$ cat src/hdl/cpio_pkg.sv
// Shared types, constants and helper functions for the cpio newc archive walker.
// No dependencies.
`default_nettype none

package cpio_pkg;

  localparam int unsigned ENTRY_INDEX_BITS = 16;

  localparam logic [31:0] HDR_LEN     = 32'd110;
  localparam logic [31:0] FSIZE_AT    = 32'd54;
  localparam logic [31:0] NSIZE_AT    = 32'd94;
  localparam logic [31:0] FIELD_LEN   = 32'd8;
  localparam logic [31:0] TRAILER_LEN = 32'd10;

  typedef enum logic [2:0] {
    PH_HEADER = 3'd0,
    PH_NAME   = 3'd1,
    PH_NPAD   = 3'd2,
    PH_DATA   = 3'd3,
    PH_DPAD   = 3'd4,
    PH_END    = 3'd5
  } phase_t;

  typedef struct packed {
    logic       ok;
    logic [3:0] value;
  } hex_digit_t;

  function automatic hex_digit_t hex_digit(input logic [7:0] b);
    hex_digit_t r;
    r.ok    = 1'b1;
    r.value = 4'd0;
    if (b >= 8'h30 && b <= 8'h39) begin
      r.value = 4'(b - 8'h30);
    end else if (b >= 8'h41 && b <= 8'h46) begin
      r.value = 4'(b - 8'h37);
    end else if (b >= 8'h61 && b <= 8'h66) begin
      r.value = 4'(b - 8'h57);
    end else begin
      r.ok = 1'b0;
    end
    return r;
  endfunction

  function automatic logic [7:0] trailer_char(input logic [3:0] idx);
    logic [7:0] c;
    unique case (idx)
      4'd0:    c = 8'h54;
      4'd1:    c = 8'h52;
      4'd2:    c = 8'h41;
      4'd3:    c = 8'h49;
      4'd4:    c = 8'h4C;
      4'd5:    c = 8'h45;
      4'd6:    c = 8'h52;
      4'd7:    c = 8'h21;
      4'd8:    c = 8'h21;
      4'd9:    c = 8'h21;
      default: c = 8'h00;
    endcase
    return c;
  endfunction

endpackage

`default_nettype wire

$ cat src/hdl/cpio_newc_archive_walker_top.sv
// Top level of the cpio newc archive walker: input register, byte classifier, output register.
// Depends on cpio_pkg.
//
// The walker takes one archive byte per transaction and returns one tagged byte per
// transaction, one per clock when neither side stalls. A byte passes through the input
// register and then the output register; the classification and the header/size state
// update sit between them, and the position counter and hex accumulator update once per
// byte, so the sustained rate is one byte per cycle. After reset the walker expects the
// first byte of a newc header; there is no clearing pass.
`default_nettype none

module cpio_newc_archive_walker_top (
  input  wire logic        clk,
  input  wire logic        rst,
  input  wire logic        in_valid,
  output logic             in_stall,
  input  wire logic [7:0]  archive_byte,
  output logic             out_valid,
  input  wire logic        out_stall,
  output logic [7:0]       out_byte,
  output logic [2:0]       region,
  output logic [15:0]      entry_index,
  output logic [31:0]      region_offset,
  output logic             region_last,
  output logic             bad_hex,
  output logic             archive_end
);

  localparam int unsigned EW = cpio_pkg::ENTRY_INDEX_BITS;

  logic        s1_valid;
  logic [7:0]  s1_byte;
  logic        s1_adv;

  cpio_pkg::phase_t phase, phase_next;
  logic [31:0] position, position_next;
  logic [31:0] hex_acc, hex_acc_next;
  logic        field_done, field_done_next;
  logic [31:0] name_length, name_length_next;
  logic [31:0] data_length, data_length_next;
  logic [EW-1:0] entry_count, entry_count_next;
  logic        trailer_match, trailer_match_next;
  logic        bad_flag, bad_flag_next;

  cpio_pkg::phase_t out_region;
  logic [EW-1:0] out_entry;

  logic        last;
  logic        ended;
  logic [1:0]  npad_len;
  logic [1:0]  dpad_len;
  logic [31:0] cur_len;
  logic        in_field;
  logic        field_start;
  logic [31:0] acc_in;
  logic        done_in;
  logic [2:0]  start_ph;
  cpio_pkg::hex_digit_t dig;

  assign s1_adv   = s1_valid && (!out_valid || !out_stall);
  assign in_stall = s1_valid && !s1_adv;

  assign npad_len = 2'd2 - name_length[1:0];
  assign dpad_len = 2'd0 - data_length[1:0];
  assign dig      = cpio_pkg::hex_digit(s1_byte);

  always_comb begin
    unique case (phase)
      cpio_pkg::PH_HEADER: cur_len = cpio_pkg::HDR_LEN;
      cpio_pkg::PH_NAME:   cur_len = name_length;
      cpio_pkg::PH_NPAD:   cur_len = {30'd0, npad_len};
      cpio_pkg::PH_DATA:   cur_len = data_length;
      cpio_pkg::PH_DPAD:   cur_len = {30'd0, dpad_len};
      default:             cur_len = 32'd0;
    endcase
  end

  assign last = (phase != cpio_pkg::PH_END) && (position == cur_len - 32'd1);

  assign field_start = (position == cpio_pkg::FSIZE_AT) || (position == cpio_pkg::NSIZE_AT);
  assign in_field =
    ((position >= cpio_pkg::FSIZE_AT) &&
     (position < cpio_pkg::FSIZE_AT + cpio_pkg::FIELD_LEN)) ||
    ((position >= cpio_pkg::NSIZE_AT) &&
     (position < cpio_pkg::NSIZE_AT + cpio_pkg::FIELD_LEN));
  assign acc_in  = field_start ? 32'd0 : hex_acc;
  assign done_in = field_start ? 1'b0 : field_done;

  always_comb begin
    phase_next         = phase;
    position_next      = position + 32'd1;
    hex_acc_next       = hex_acc;
    field_done_next    = field_done;
    name_length_next   = name_length;
    data_length_next   = data_length;
    entry_count_next   = entry_count;
    trailer_match_next = trailer_match;
    bad_flag_next      = bad_flag;
    start_ph           = 3'(phase) + 3'd1;

    unique case (phase)
      cpio_pkg::PH_HEADER: begin
        if (position == 32'd0) begin
          bad_flag_next      = 1'b0;
          trailer_match_next = 1'b1;
        end
        if (field_start) begin
          hex_acc_next    = 32'd0;
          field_done_next = 1'b0;
        end
        if (in_field && !done_in) begin
          if (s1_byte == 8'd0) begin
            field_done_next = 1'b1;
          end else if (dig.ok) begin
            hex_acc_next = {acc_in[27:0], 4'd0} + {28'd0, dig.value};
          end else begin
            hex_acc_next    = 32'hFFFF_FFFF;
            field_done_next = 1'b1;
            bad_flag_next   = 1'b1;
          end
        end
        if (position == cpio_pkg::FSIZE_AT + cpio_pkg::FIELD_LEN - 32'd1) begin
          data_length_next = hex_acc_next;
        end
        if (position == cpio_pkg::NSIZE_AT + cpio_pkg::FIELD_LEN - 32'd1) begin
          name_length_next = hex_acc_next;
        end
        if (last && name_length < cpio_pkg::TRAILER_LEN) begin
          trailer_match_next = 1'b0;
        end
      end
      cpio_pkg::PH_NAME: begin
        if (position < cpio_pkg::TRAILER_LEN) begin
          if (s1_byte != cpio_pkg::trailer_char(position[3:0])) begin
            trailer_match_next = 1'b0;
          end
        end else if (position == cpio_pkg::TRAILER_LEN) begin
          if (s1_byte != 8'd0) begin
            trailer_match_next = 1'b0;
          end
        end
      end
      default: begin
      end
    endcase

    if (last) begin
      position_next = 32'd0;
      priority if (start_ph <= 3'd1 && name_length != 32'd0) begin
        phase_next = cpio_pkg::PH_NAME;
      end else if (start_ph <= 3'd2 && npad_len != 2'd0) begin
        phase_next = cpio_pkg::PH_NPAD;
      end else if (start_ph <= 3'd3 && data_length != 32'd0) begin
        phase_next = cpio_pkg::PH_DATA;
      end else if (start_ph <= 3'd4 && dpad_len != 2'd0) begin
        phase_next = cpio_pkg::PH_DPAD;
      end else if (trailer_match_next) begin
        phase_next = cpio_pkg::PH_END;
      end else begin
        phase_next       = cpio_pkg::PH_HEADER;
        entry_count_next = entry_count + EW'(1);
      end
    end
  end

  assign ended = trailer_match_next &&
                 ((phase >= cpio_pkg::PH_NPAD) || (phase == cpio_pkg::PH_NAME && last));

  always_ff @(posedge clk) begin
    if (rst) begin
      s1_valid      <= 1'b0;
      out_valid     <= 1'b0;
      phase         <= cpio_pkg::PH_HEADER;
      position      <= 32'd0;
      hex_acc       <= 32'd0;
      field_done    <= 1'b0;
      name_length   <= 32'd0;
      data_length   <= 32'd0;
      entry_count   <= '0;
      trailer_match <= 1'b1;
      bad_flag      <= 1'b0;
    end else begin
      if (in_valid && !in_stall) begin
        s1_valid <= 1'b1;
        s1_byte  <= archive_byte;
      end else if (s1_adv) begin
        s1_valid <= 1'b0;
      end
      if (s1_adv) begin
        out_valid     <= 1'b1;
        out_byte      <= s1_byte;
        out_region    <= phase;
        out_entry     <= entry_count_next;
        region_offset <= position;
        region_last   <= last;
        bad_hex       <= bad_flag_next;
        archive_end   <= ended;
        phase         <= phase_next;
        position      <= position_next;
        hex_acc       <= hex_acc_next;
        field_done    <= field_done_next;
        name_length   <= name_length_next;
        data_length   <= data_length_next;
        entry_count   <= entry_count_next;
        trailer_match <= trailer_match_next;
        bad_flag      <= bad_flag_next;
      end else if (!out_stall) begin
        out_valid <= 1'b0;
      end
    end
  end

  assign region      = 3'(out_region);
  assign entry_index = 16'(out_entry);

  a_end_sticky: assert property (@(posedge clk) disable iff (rst)
    phase == cpio_pkg::PH_END |=> phase == cpio_pkg::PH_END)
    else $error("walker left the past-end region");

  a_hdr_bound: assert property (@(posedge clk) disable iff (rst)
    phase == cpio_pkg::PH_HEADER |-> position < cpio_pkg::HDR_LEN)
    else $error("header position beyond header length");

  a_end_flag: assert property (@(posedge clk) disable iff (rst)
    out_valid && out_region == cpio_pkg::PH_END |-> archive_end && !region_last)
    else $error("past-end byte without end flag or with region_last");

  a_pad_bound: assert property (@(posedge clk) disable iff (rst)
    (phase == cpio_pkg::PH_NPAD || phase == cpio_pkg::PH_DPAD) |-> position < 32'd3)
    else $error("pad position beyond three bytes");

endmodule

`default_nettype wire
$ cat config.mk
export PLATFORM = sky130hd
export DESIGN_NAME = cpio_newc_archive_walker_top
export DESIGN_NICKNAME = d
export VERILOG_FILES = /design/src/hdl/cpio_pkg.sv /design/src/hdl/cpio_newc_archive_walker_top.sv
export SDC_FILE = /design/constraint.sdc
export NUM_CORES = 1
export LEC_CHECK = 0
export BUFFER_PORTS_ARGS = -buffer_cell sky130_fd_sc_hd__buf_4
export CAP_MARGIN = 20
export CORE_MARGIN = 5
export CORE_UTILIZATION = 45
export DETAILED_ROUTE_END_ITERATION = 7
export SETUP_SLACK_MARGIN = 0.3
export SLEW_MARGIN = 20
export SYNTH_ARGS = -nofsm -noshare
export SYNTH_HDL_FRONTEND = slang
export SYNTH_SLANG_ARGS = --single-unit
export TNS_END_PERCENT = 1
$ cat constraint.sdc
create_clock -name clk -period 11.2 [get_ports clk]
set_input_delay 1.68 -clock clk [delete_from_list [all_inputs] [get_ports clk]]
set_output_delay 1.68 -clock clk [all_outputs]
set_load 0.02 [all_outputs]
* Word level (Yosys, flattened, before mapping)
Memory sizes are Yosys's and may differ from the RTL's. A register that Yosys moved wholly into a read port is not among the register bits. Index checks and enable logic that the tools add are counted.
Cells by class: add/subtract/negate cells 10, $lt $le $gt $ge 17, eq/ne operators 13, muxes and demuxes 47, bitwise operators 1, reduce and logical (&&, ||, !) cells 41
Operators with widths (number):
- 2-to-1 mux 32 bit | 5
- case mux 32 bit (5 select lines) | 1
- 2-to-1 mux 16 bit | 6
- equality test 32 x 6 -> 1 bit, second input constant | 2
- equality test 32 x 7 -> 1 bit, second input constant | 2
- < comparator 32 x 4 -> 1 bit, second input constant | 2
- nonzero test 32 bit | 2
- adder 32 x 1 -> 32 bit, second input constant | 1
- adder 32 x 4 -> 32 bit | 1
- equality test 32 bit | 1
- equality test 32 x 4 -> 1 bit, second input constant | 1
- greater-or-equal comparator 32 x 6 -> 1 bit, second input constant | 1
- greater-or-equal comparator 32 x 7 -> 1 bit, second input constant | 1
- zero test 32 bit | 1
- < comparator 32 x 6 -> 1 bit, second input constant | 1
- < comparator 32 x 7 -> 1 bit, second input constant | 1
- subtractor 32 x 1 -> 32 bit, second input constant | 1
- 2-to-1 mux 1 bit | 22
- 2-to-1 mux 4 bit | 5
- logical AND 1 bit | 17
- adder 16 x 1 -> 16 bit, second input constant | 1
- greater-or-equal comparator 8 x 7 -> 1 bit, second input constant | 2
- <= comparator 8 x 7 -> 1 bit, second input constant | 2
- 2-to-1 mux 8 bit | 2
- 28 further kinds | 48
Storage, ports and cells: flip-flop bits (word level) 222, ROM bits 112, input port bits 12, output and inout bits 64, word-level logic and storage cells 149, memories 1
Memory list:
- (no name shown) | words 16, width 7, rd ports 1, clocked after Yosys merged registers in 1, wr ports 0, RTL line cpio_pkg.sv:47 | unique case (idx)

* Logic depth before layout (Yosys ltp)
Gate-level depths: netlist (run 1).
depth in word-level cells 14, depth in mapped cells 22, depth with buffers taken out 17

* Worst setup path after synthesis (run 1)
No wires, ideal clock.
kind in2reg, start input port out_stall, end register trailer_match, setup time 0.117 ns, arrival 5.213 ns, data required time 11.083 ns, setup slack 5.870 ns, stages on the path 6, path buffers 1, cell sequence nand2_1 nand2_1 clkbuf_1 nor2_1 a31oi_1 and2_1
Between the ends: longest elaborated chain between the ends 3
Ends and longest elaborated chain:
- start: declaration | RTL line cpio_newc_archive_walker_top.sv:19 | input wire logic out_stall,
- zero test 1 bit
- logical OR 1 bit | RTL line cpio_newc_archive_walker_top.sv:60 | assign s1_adv = s1_valid && (!out_valid || !out_stall);
- logical AND 1 bit | RTL line cpio_newc_archive_walker_top.sv:60
- end signal: assignment | RTL line cpio_newc_archive_walker_top.sv:205 | trailer_match <= trailer_match_next;
- end: declaration | RTL line cpio_newc_archive_walker_top.sv:42 | logic trailer_match, trailer_match_next;
No other way between the ends. A chain may end at the register's enable or synchronous reset.

==> results of run 1 <==
## critical path, delay by kind of cell, from the launching register on
family	cells	cell delay (ns)
DFF	1	0.49
AOI/OAI and AO/OA	2	0.67
buffers and inverters	2	0.34
and+or+nand+nor	7	3.21
adders and majority gates	1	0.23
muxes	1	0.30
## metal layers
layer	vias up	global-route usage (%)
met5	-	0
met4	0	4.92
met3	43	3.29
met2	303	29.3
met1	4616	31.0
li1	4969	-
## path summary, 6_finish.rpt
check | from | slack (ns) | end | cells after the start
min | field_done | 0.47 | field_done | 2
max reg2reg | phase[1] | 5.83 | flop | 13
max | phase[1] | 5.83 | flop | 13
min reg2reg | field_done | 0.47 | field_done | 2
## state kept, by name, summed over array words and instances, names as in the netlist, 3 cells and up, named ones only
signal	flops
entry_count	16
region_offset	32
out_byte	8
name_length	32
position	32
phase	3
hex_acc	32
entry_index	16
region	3
s1_byte	8
data_length	32
## through the flow
stage | total power [mW] | area (um2) | setup slack, ns | hold slack, ns | utilization, %
finish | 1.80 | 13600 | 5.83 | 0.466 | 52.1
global placement | 0.993 | 12800 | 6.03 | 0.442 | 48.9
floorplan | 0.961 | 12000 | 5.87 | 0.406 | -
CTS | 1.82 | 13600 | 5.95 | 0.465 | 52.1
detailed placement | 0.994 | 12800 | 5.99 | 0.458 | 48.9
global route | 1.87 | 13600 | 5.45 | 0.498 | 52.1
## cells by family (layout without fill, tap and decap cells)
logic type / Yosys count / after routing / share of synthesized area (%)
buf+inv: 119 / 171 / 3.93
mux: 38 / 38 / 3.53
xor+xnor: 93 / 93 / 7.02
simple gates: 495 / 495 / 20.1
fa+ha+maj: 18 / 18 / 1.88
flops: 229 / 229 / 44.1
compound gates: 341 / 341 / 19.5
## cells in the final DEF (no fill, tap or decap), drive strengths merged, types with 29 or more instances in the layout
cell type	netlist	final
nand2	62	62
a211oi	101	101
nor3	29	29
mux2	34	34
dfxtp	159	159
nor2	219	219
xnor2	48	48
nand3	41	41
edfxtp	70	70
xor2	43	43
buf	17	92
clkbuf	71	29
a21oi	77	77
o21ai	48	48
inv	31	32
## power groups by stage
stage                     sequential, mW  combinational [mW]  clock (mW)
after floorplan                    0.909              0.0529           0
after CTS                          0.884              0.0924       0.840
final                              0.884              0.0922       0.820
after detailed placement           0.902              0.0919           0
after global placement             0.901              0.0914           0
after global routing               0.886               0.102       0.880
## layout make-up
cell class                 instances  area, um2  area share (%)
clock buffer                      29        693            5.09
clock inverter                    19        140            1.03
inverter                          31        116           0.855
multi-input combinational        985       6270            46.1
sequential                       229       5290            38.8
tap                              335        419            3.08
timing repair buffer              92        691            5.07
==> results.yml, run 1 <==
outcome:
  status: "completed"
route:
  dr_wl_met3_um: 1960
  wirelength_um: 31200
  vias: 9931
  via_per_inst: 5.77
  drcViolationCount: 0
  wl_met2_um: 13100
  final_antenna_net_count: 0
  drt-pass1-iter-count: 5
  routedWlPerCell_um: 18.2
  first_iter_violations: 812
  highest_layer: "met4"
  wl_met1_um: 15500
power_and_ir_drop:
  p_int_mw: 1.39
  pwr-share-clk_pct: 45.6
  p_sw_share_pct: 22.3
  leakage_nw: 4.67
  ir_worst_vdd_mv: 0.0881
  power.density_nw_per_um2: 132
  comb_power_share_pct: 5.1
  power_frac_seq_pct: 49.2
  switchingPower_uw: 401
die:
  rows: 59
  boundaryPins: 76
  core_area_um2: 26100
  dieArea_um2: 30000
  start_util_pct: 45.9
  die_x_um: 173
  die_h_um: 173
synth:
  synth_seq_area_share_pct: 44.1
  syn_nets: 1363
  ys_async_sr_fraction_pct: 0
  synth_top_flop_cell: "dfxtp_1"
  yosys.area.top_type: "dfxtp_1"
  synth_commonest_cells: "nor2_1 (219), dfxtp_1 (159), a211oi_1 (101), a21oi_1 (76), clkbuf_1 (71)"
  synthDistinctLibCells: 71
  yosysWarnings: 0
  synth.area.top_cells: "dfxtp_1 (27%), edfxtp_1 (18%), nor2_1 (6.9%)"
  syn_inst: 1333
  synth-edff-count: 70
  avgSynthCellArea_um2: 9.00
  ys_seq_elements: 229
  synth.cell_area_um2: 12000
  synthDominantCellAreaShare_pct: 26.5
  synthMostInstantiatedCell: "nor2_1"
place:
  gp_congestion: 0.939
  port_buffers: 75
  dp.cells: 1672
  place.detailed.hpwl_um: 22000
sta:
  fmax_mhz: 186
  finClkSkew_ns: 0.0127
  setup_viol: 0
  hold_violations: 0
  period_share_pct: 47.9
  rsz0062_at_grt: "no"
  relSlewSlack_pct: 28.5
  fin_tns_setup_ns: 0
  tightest_slew_ns: 1.06
  slew_violations: 0
  min_period_ns: 5.37
clocking:
  htree_levels: 1
  cts_buffers: 26
  postCtsSetupRepairBufs: 0
  cts_sinks: 229
  root_buffer: "clkbuf_16"
  cts.repair.resized: 0
  clock_path_buffers: 3
  insertion_delay_ns: 0.53
  clkSlewWorstSetupHoldPaths_ns: 0.06
  cts_tree: "yes"
  ctsHoldBuffers: 0
critical_path:
  endpoint_kind: "flop"
  start_kind: "flop"
  slowest_delay_ns: 0.97
  crit_path_cell_trace: "inv_1 -> ha_1 -> buf_4 -> nand2b_1 -> o21ai_0 -> nor3b_2 -> nand4_4 -> or4_4 -> a211oi_1 -> nand4_1 -> nor4_1 -> nor3_1 -> mux2_2"
  crit_required_ns: 11.61
  crit_type: "reg -> reg"
  critPathSlowestCell: "nor4_1"
  crit_arrival_ns: 5.77
  cp_max_fo: 21
global_routing:
  grt_pass1_vias: 9251
  grt_max_degree: 101
  overflow: 0
  antenna_found_initial: 0
  grt_first_pass_wirelength_um: 50700
  grt_usage_pct: 20.1
layout:
  stdcell_count: 1720
  syn2layout_area_growth_pct: 13.5
  drive_above_1_share_pct: 13.6
  nNetsFinal: 1395
  n_antenna_cell: 0
  n_fill_cell: 2470
min_path:
  hold_class: "reg -> reg"
flow_run:
  maxCapViolCount: 0
Note: power is estimated with default switching activity, not from simulation.
==> run 2: changes to the inputs <==
==> constraint.sdc (replaced) <==
create_clock -name clk -period 4.5 [get_ports clk]
set_input_delay 0.675 -clock clk [delete_from_list [all_inputs] [get_ports clk]]
set_output_delay 0.675 -clock clk [all_outputs]
set_load 0.02 [all_outputs]
==> run 2 against run 1 <==
Via count increased by 2.6%. Register-to-register slack got worse by 5.4 ns. Worst setup slack worse by 5.4 ns. Power grew 150%. Clock skew is 0.0048 ns lower. Maximum frequency grew 32%. Core utilization increased by 1.0 points. First-iteration DRC count up 8.0%. Global-route usage is 0.38 points higher. Critical path depth grew 1. Clock power grew 150%.
==> results.yml, run 2 (synthesized netlist as in run 1, its figures left out) <==
outcome:
  status: "completed"
critical_path:
  crit_required_ns: 4.95
  reg2reg_depth: 14
  crit_arrival_ns: 4.50
  cp_max_fo: 42
  start_kind: "flop"
  crit_type: "reg -> reg"
  r2r-end: "entry_count[12]"
  endpoint_kind: "flop"
  r2r_slack_ns: 0.45
  r2r_start: "phase[1]"
layout:
  stdcell_count: 1743
  n_fill_cell: 2431
  final_common_cell: "nor2_1"
  seq_area_um2: 5290
  nNetsFinal: 1420
  syn2layout_area_growth_pct: 15.7
  mostFrequentLayoutCells: "nor2_1 (215), dfxtp_1 (159), buf_4 (116), a211oi_1 (101), a21oi_1 (76)"
  drive_above_1_share_pct: 16.1
  multi_input_area_um2: 6310
  n_antenna_cell: 0
  final_area_um2: 13900
clocking:
  cts_buffers: 24
  htree_levels: 1
  clkSlewWorstSetupHoldPaths_ns: 0.06
  cts_tree: "yes"
  cts_sinks: 229
  clock_path_buffers: 3
  insertion_delay_ns: 0.52
  root_buffer: "clkbuf_16"
die:
  boundaryPins: 76
  die_h_um: 173
  rows: 59
  die_x_um: 173
  start_util_pct: 45.9
  dieArea_um2: 30000
  core_area_um2: 26100
min_path:
  hold_class: "in -> reg"
  hold_depth: 1
  hp-start: "archive_byte[5]"
  min_to: "s1_byte[5]"
place:
  gp_congestion: 0.943
  dp.cells: 1695
  port_buffers: 75
  dp_slack_ns: 0.257
  place.detailed.hpwl_um: 22900
  dpl-instance-area_um2: 13000
global_routing:
  grt_max_degree: 101
  antenna_found_initial: 0
  top_usage_layer: "met1"
  grt_usage_pct: 20.5
  grt_first_pass_wirelength_um: 51400
  overflow: 0
  use_met2_pct: 29.4
  grtUsageMet3_pct: 3.38
  grt_pass1_vias: 9256
  grtUsageMet1_pct: 31.8
power_and_ir_drop:
  power.density_nw_per_um2: 322
  leakage_nw: 4.83
  ir_worst_vdd_mv: 0.279
sta:
  finClkSkew_ns: 0.00799
  layout_setup_ws_ns: 0.446
  relSlewSlack_pct: 27.8
  hold_violations: 0
  slew_violations: 0
  fmax_mhz: 247
  min_period_ns: 4.05
  setup_viol: 0
  rsz0062_at_grt: "no"
  period_share_pct: 90.1
  fin_tns_setup_ns: 0
  tightest_slew_ns: 1.08
route:
  drcViolationCount: 0
  via_per_inst: 5.84
  vias: 10185
  drt-pass1-iter-count: 6
  final_antenna_net_count: 0
  wirelength_um: 32100
  first_iter_violations: 877
  routedWlPerCell_um: 18.4
flow_run:
  maxCapViolCount: 0
run 2: cell types whose count changed in the layout (fill, tap and decap cells not counted), sizes merged:
cell and change:
clkinv -11, buf +27, inv +2, clkbuf +5
run 2: power breakdown:
group	switching [mW]	internal [mW]	total [mW]
registers	0.0291	2.17	2.20
logic	0.145	0.0863	0.232
clock network	0.824	1.22	2.04
run 2: metal layers:
layer  share of wire (%)  wire length [um]
met5                   0                 0
met4                 2.3               731
met3                 6.4              2050
met2                  42             13300
met1                  50             16000
run 2: how the worst max path moves through the flow:
| stage | start | to | cells past startpoint |
|---|---|---|---|
| global route | phase[1] | entry_count[12] | 14 |
| finish | phase[1] | entry_count[12] | 14 |
| floorplan | phase[2] | entry_count[12] | 20 |
| detailed placement | phase[1] | entry_count[12] | 14 |
| global placement | phase[1] | entry_count[14] | 14 |
| CTS | phase[0] | entry_count[12] | 14 |
run 2: worst max-delay path, cell delays in order, from the launching register on:
cell	delay, ns
dfxtp_1	0.37
buf_4	0.17
ha_1	0.25
nor2_1	0.06
o32a_1	0.33
ha_1	0.28
inv_2	0.16
a21oi_1	0.07
or4b_2	0.63
a32oi_2	0.31
and4b_2	0.35
nand4_4	0.12
buf_12	0.19
or4_1	0.50
a21oi_1	0.16
run 2: what timing repair did:
action / CTS / global route
pin swaps: 0 / 3
setup buffers: 0 / 4
endpoints found under the setup margin: 12 / 45
resized for setup: 1 / 11
hold buffers: 0 / 0
run 2: area by class of cell:
cell class	count	area share, %
Clock buffer	34	5.11
Clock inverter	10	0.784
Inverter	31	0.838
Multi-Input combinational cell	985	45.5
Sequential cell	229	38.1
Tap cell	335	3.02
Timing Repair Buffer	119	6.71
run 2: per-stage QoR:
step / utilization [%] / power, mW / hold slack, ns
after global routing: 53.1 / 4.63 / 0.306
after global placement: 49.7 / 2.47 / 0.444
after CTS: 52.9 / 4.53 / 0.308
final: 53.1 / 4.47 / 0.330
after floorplan: - / 2.39 / 0.406
after detailed placement: 49.7 / 2.48 / 0.456
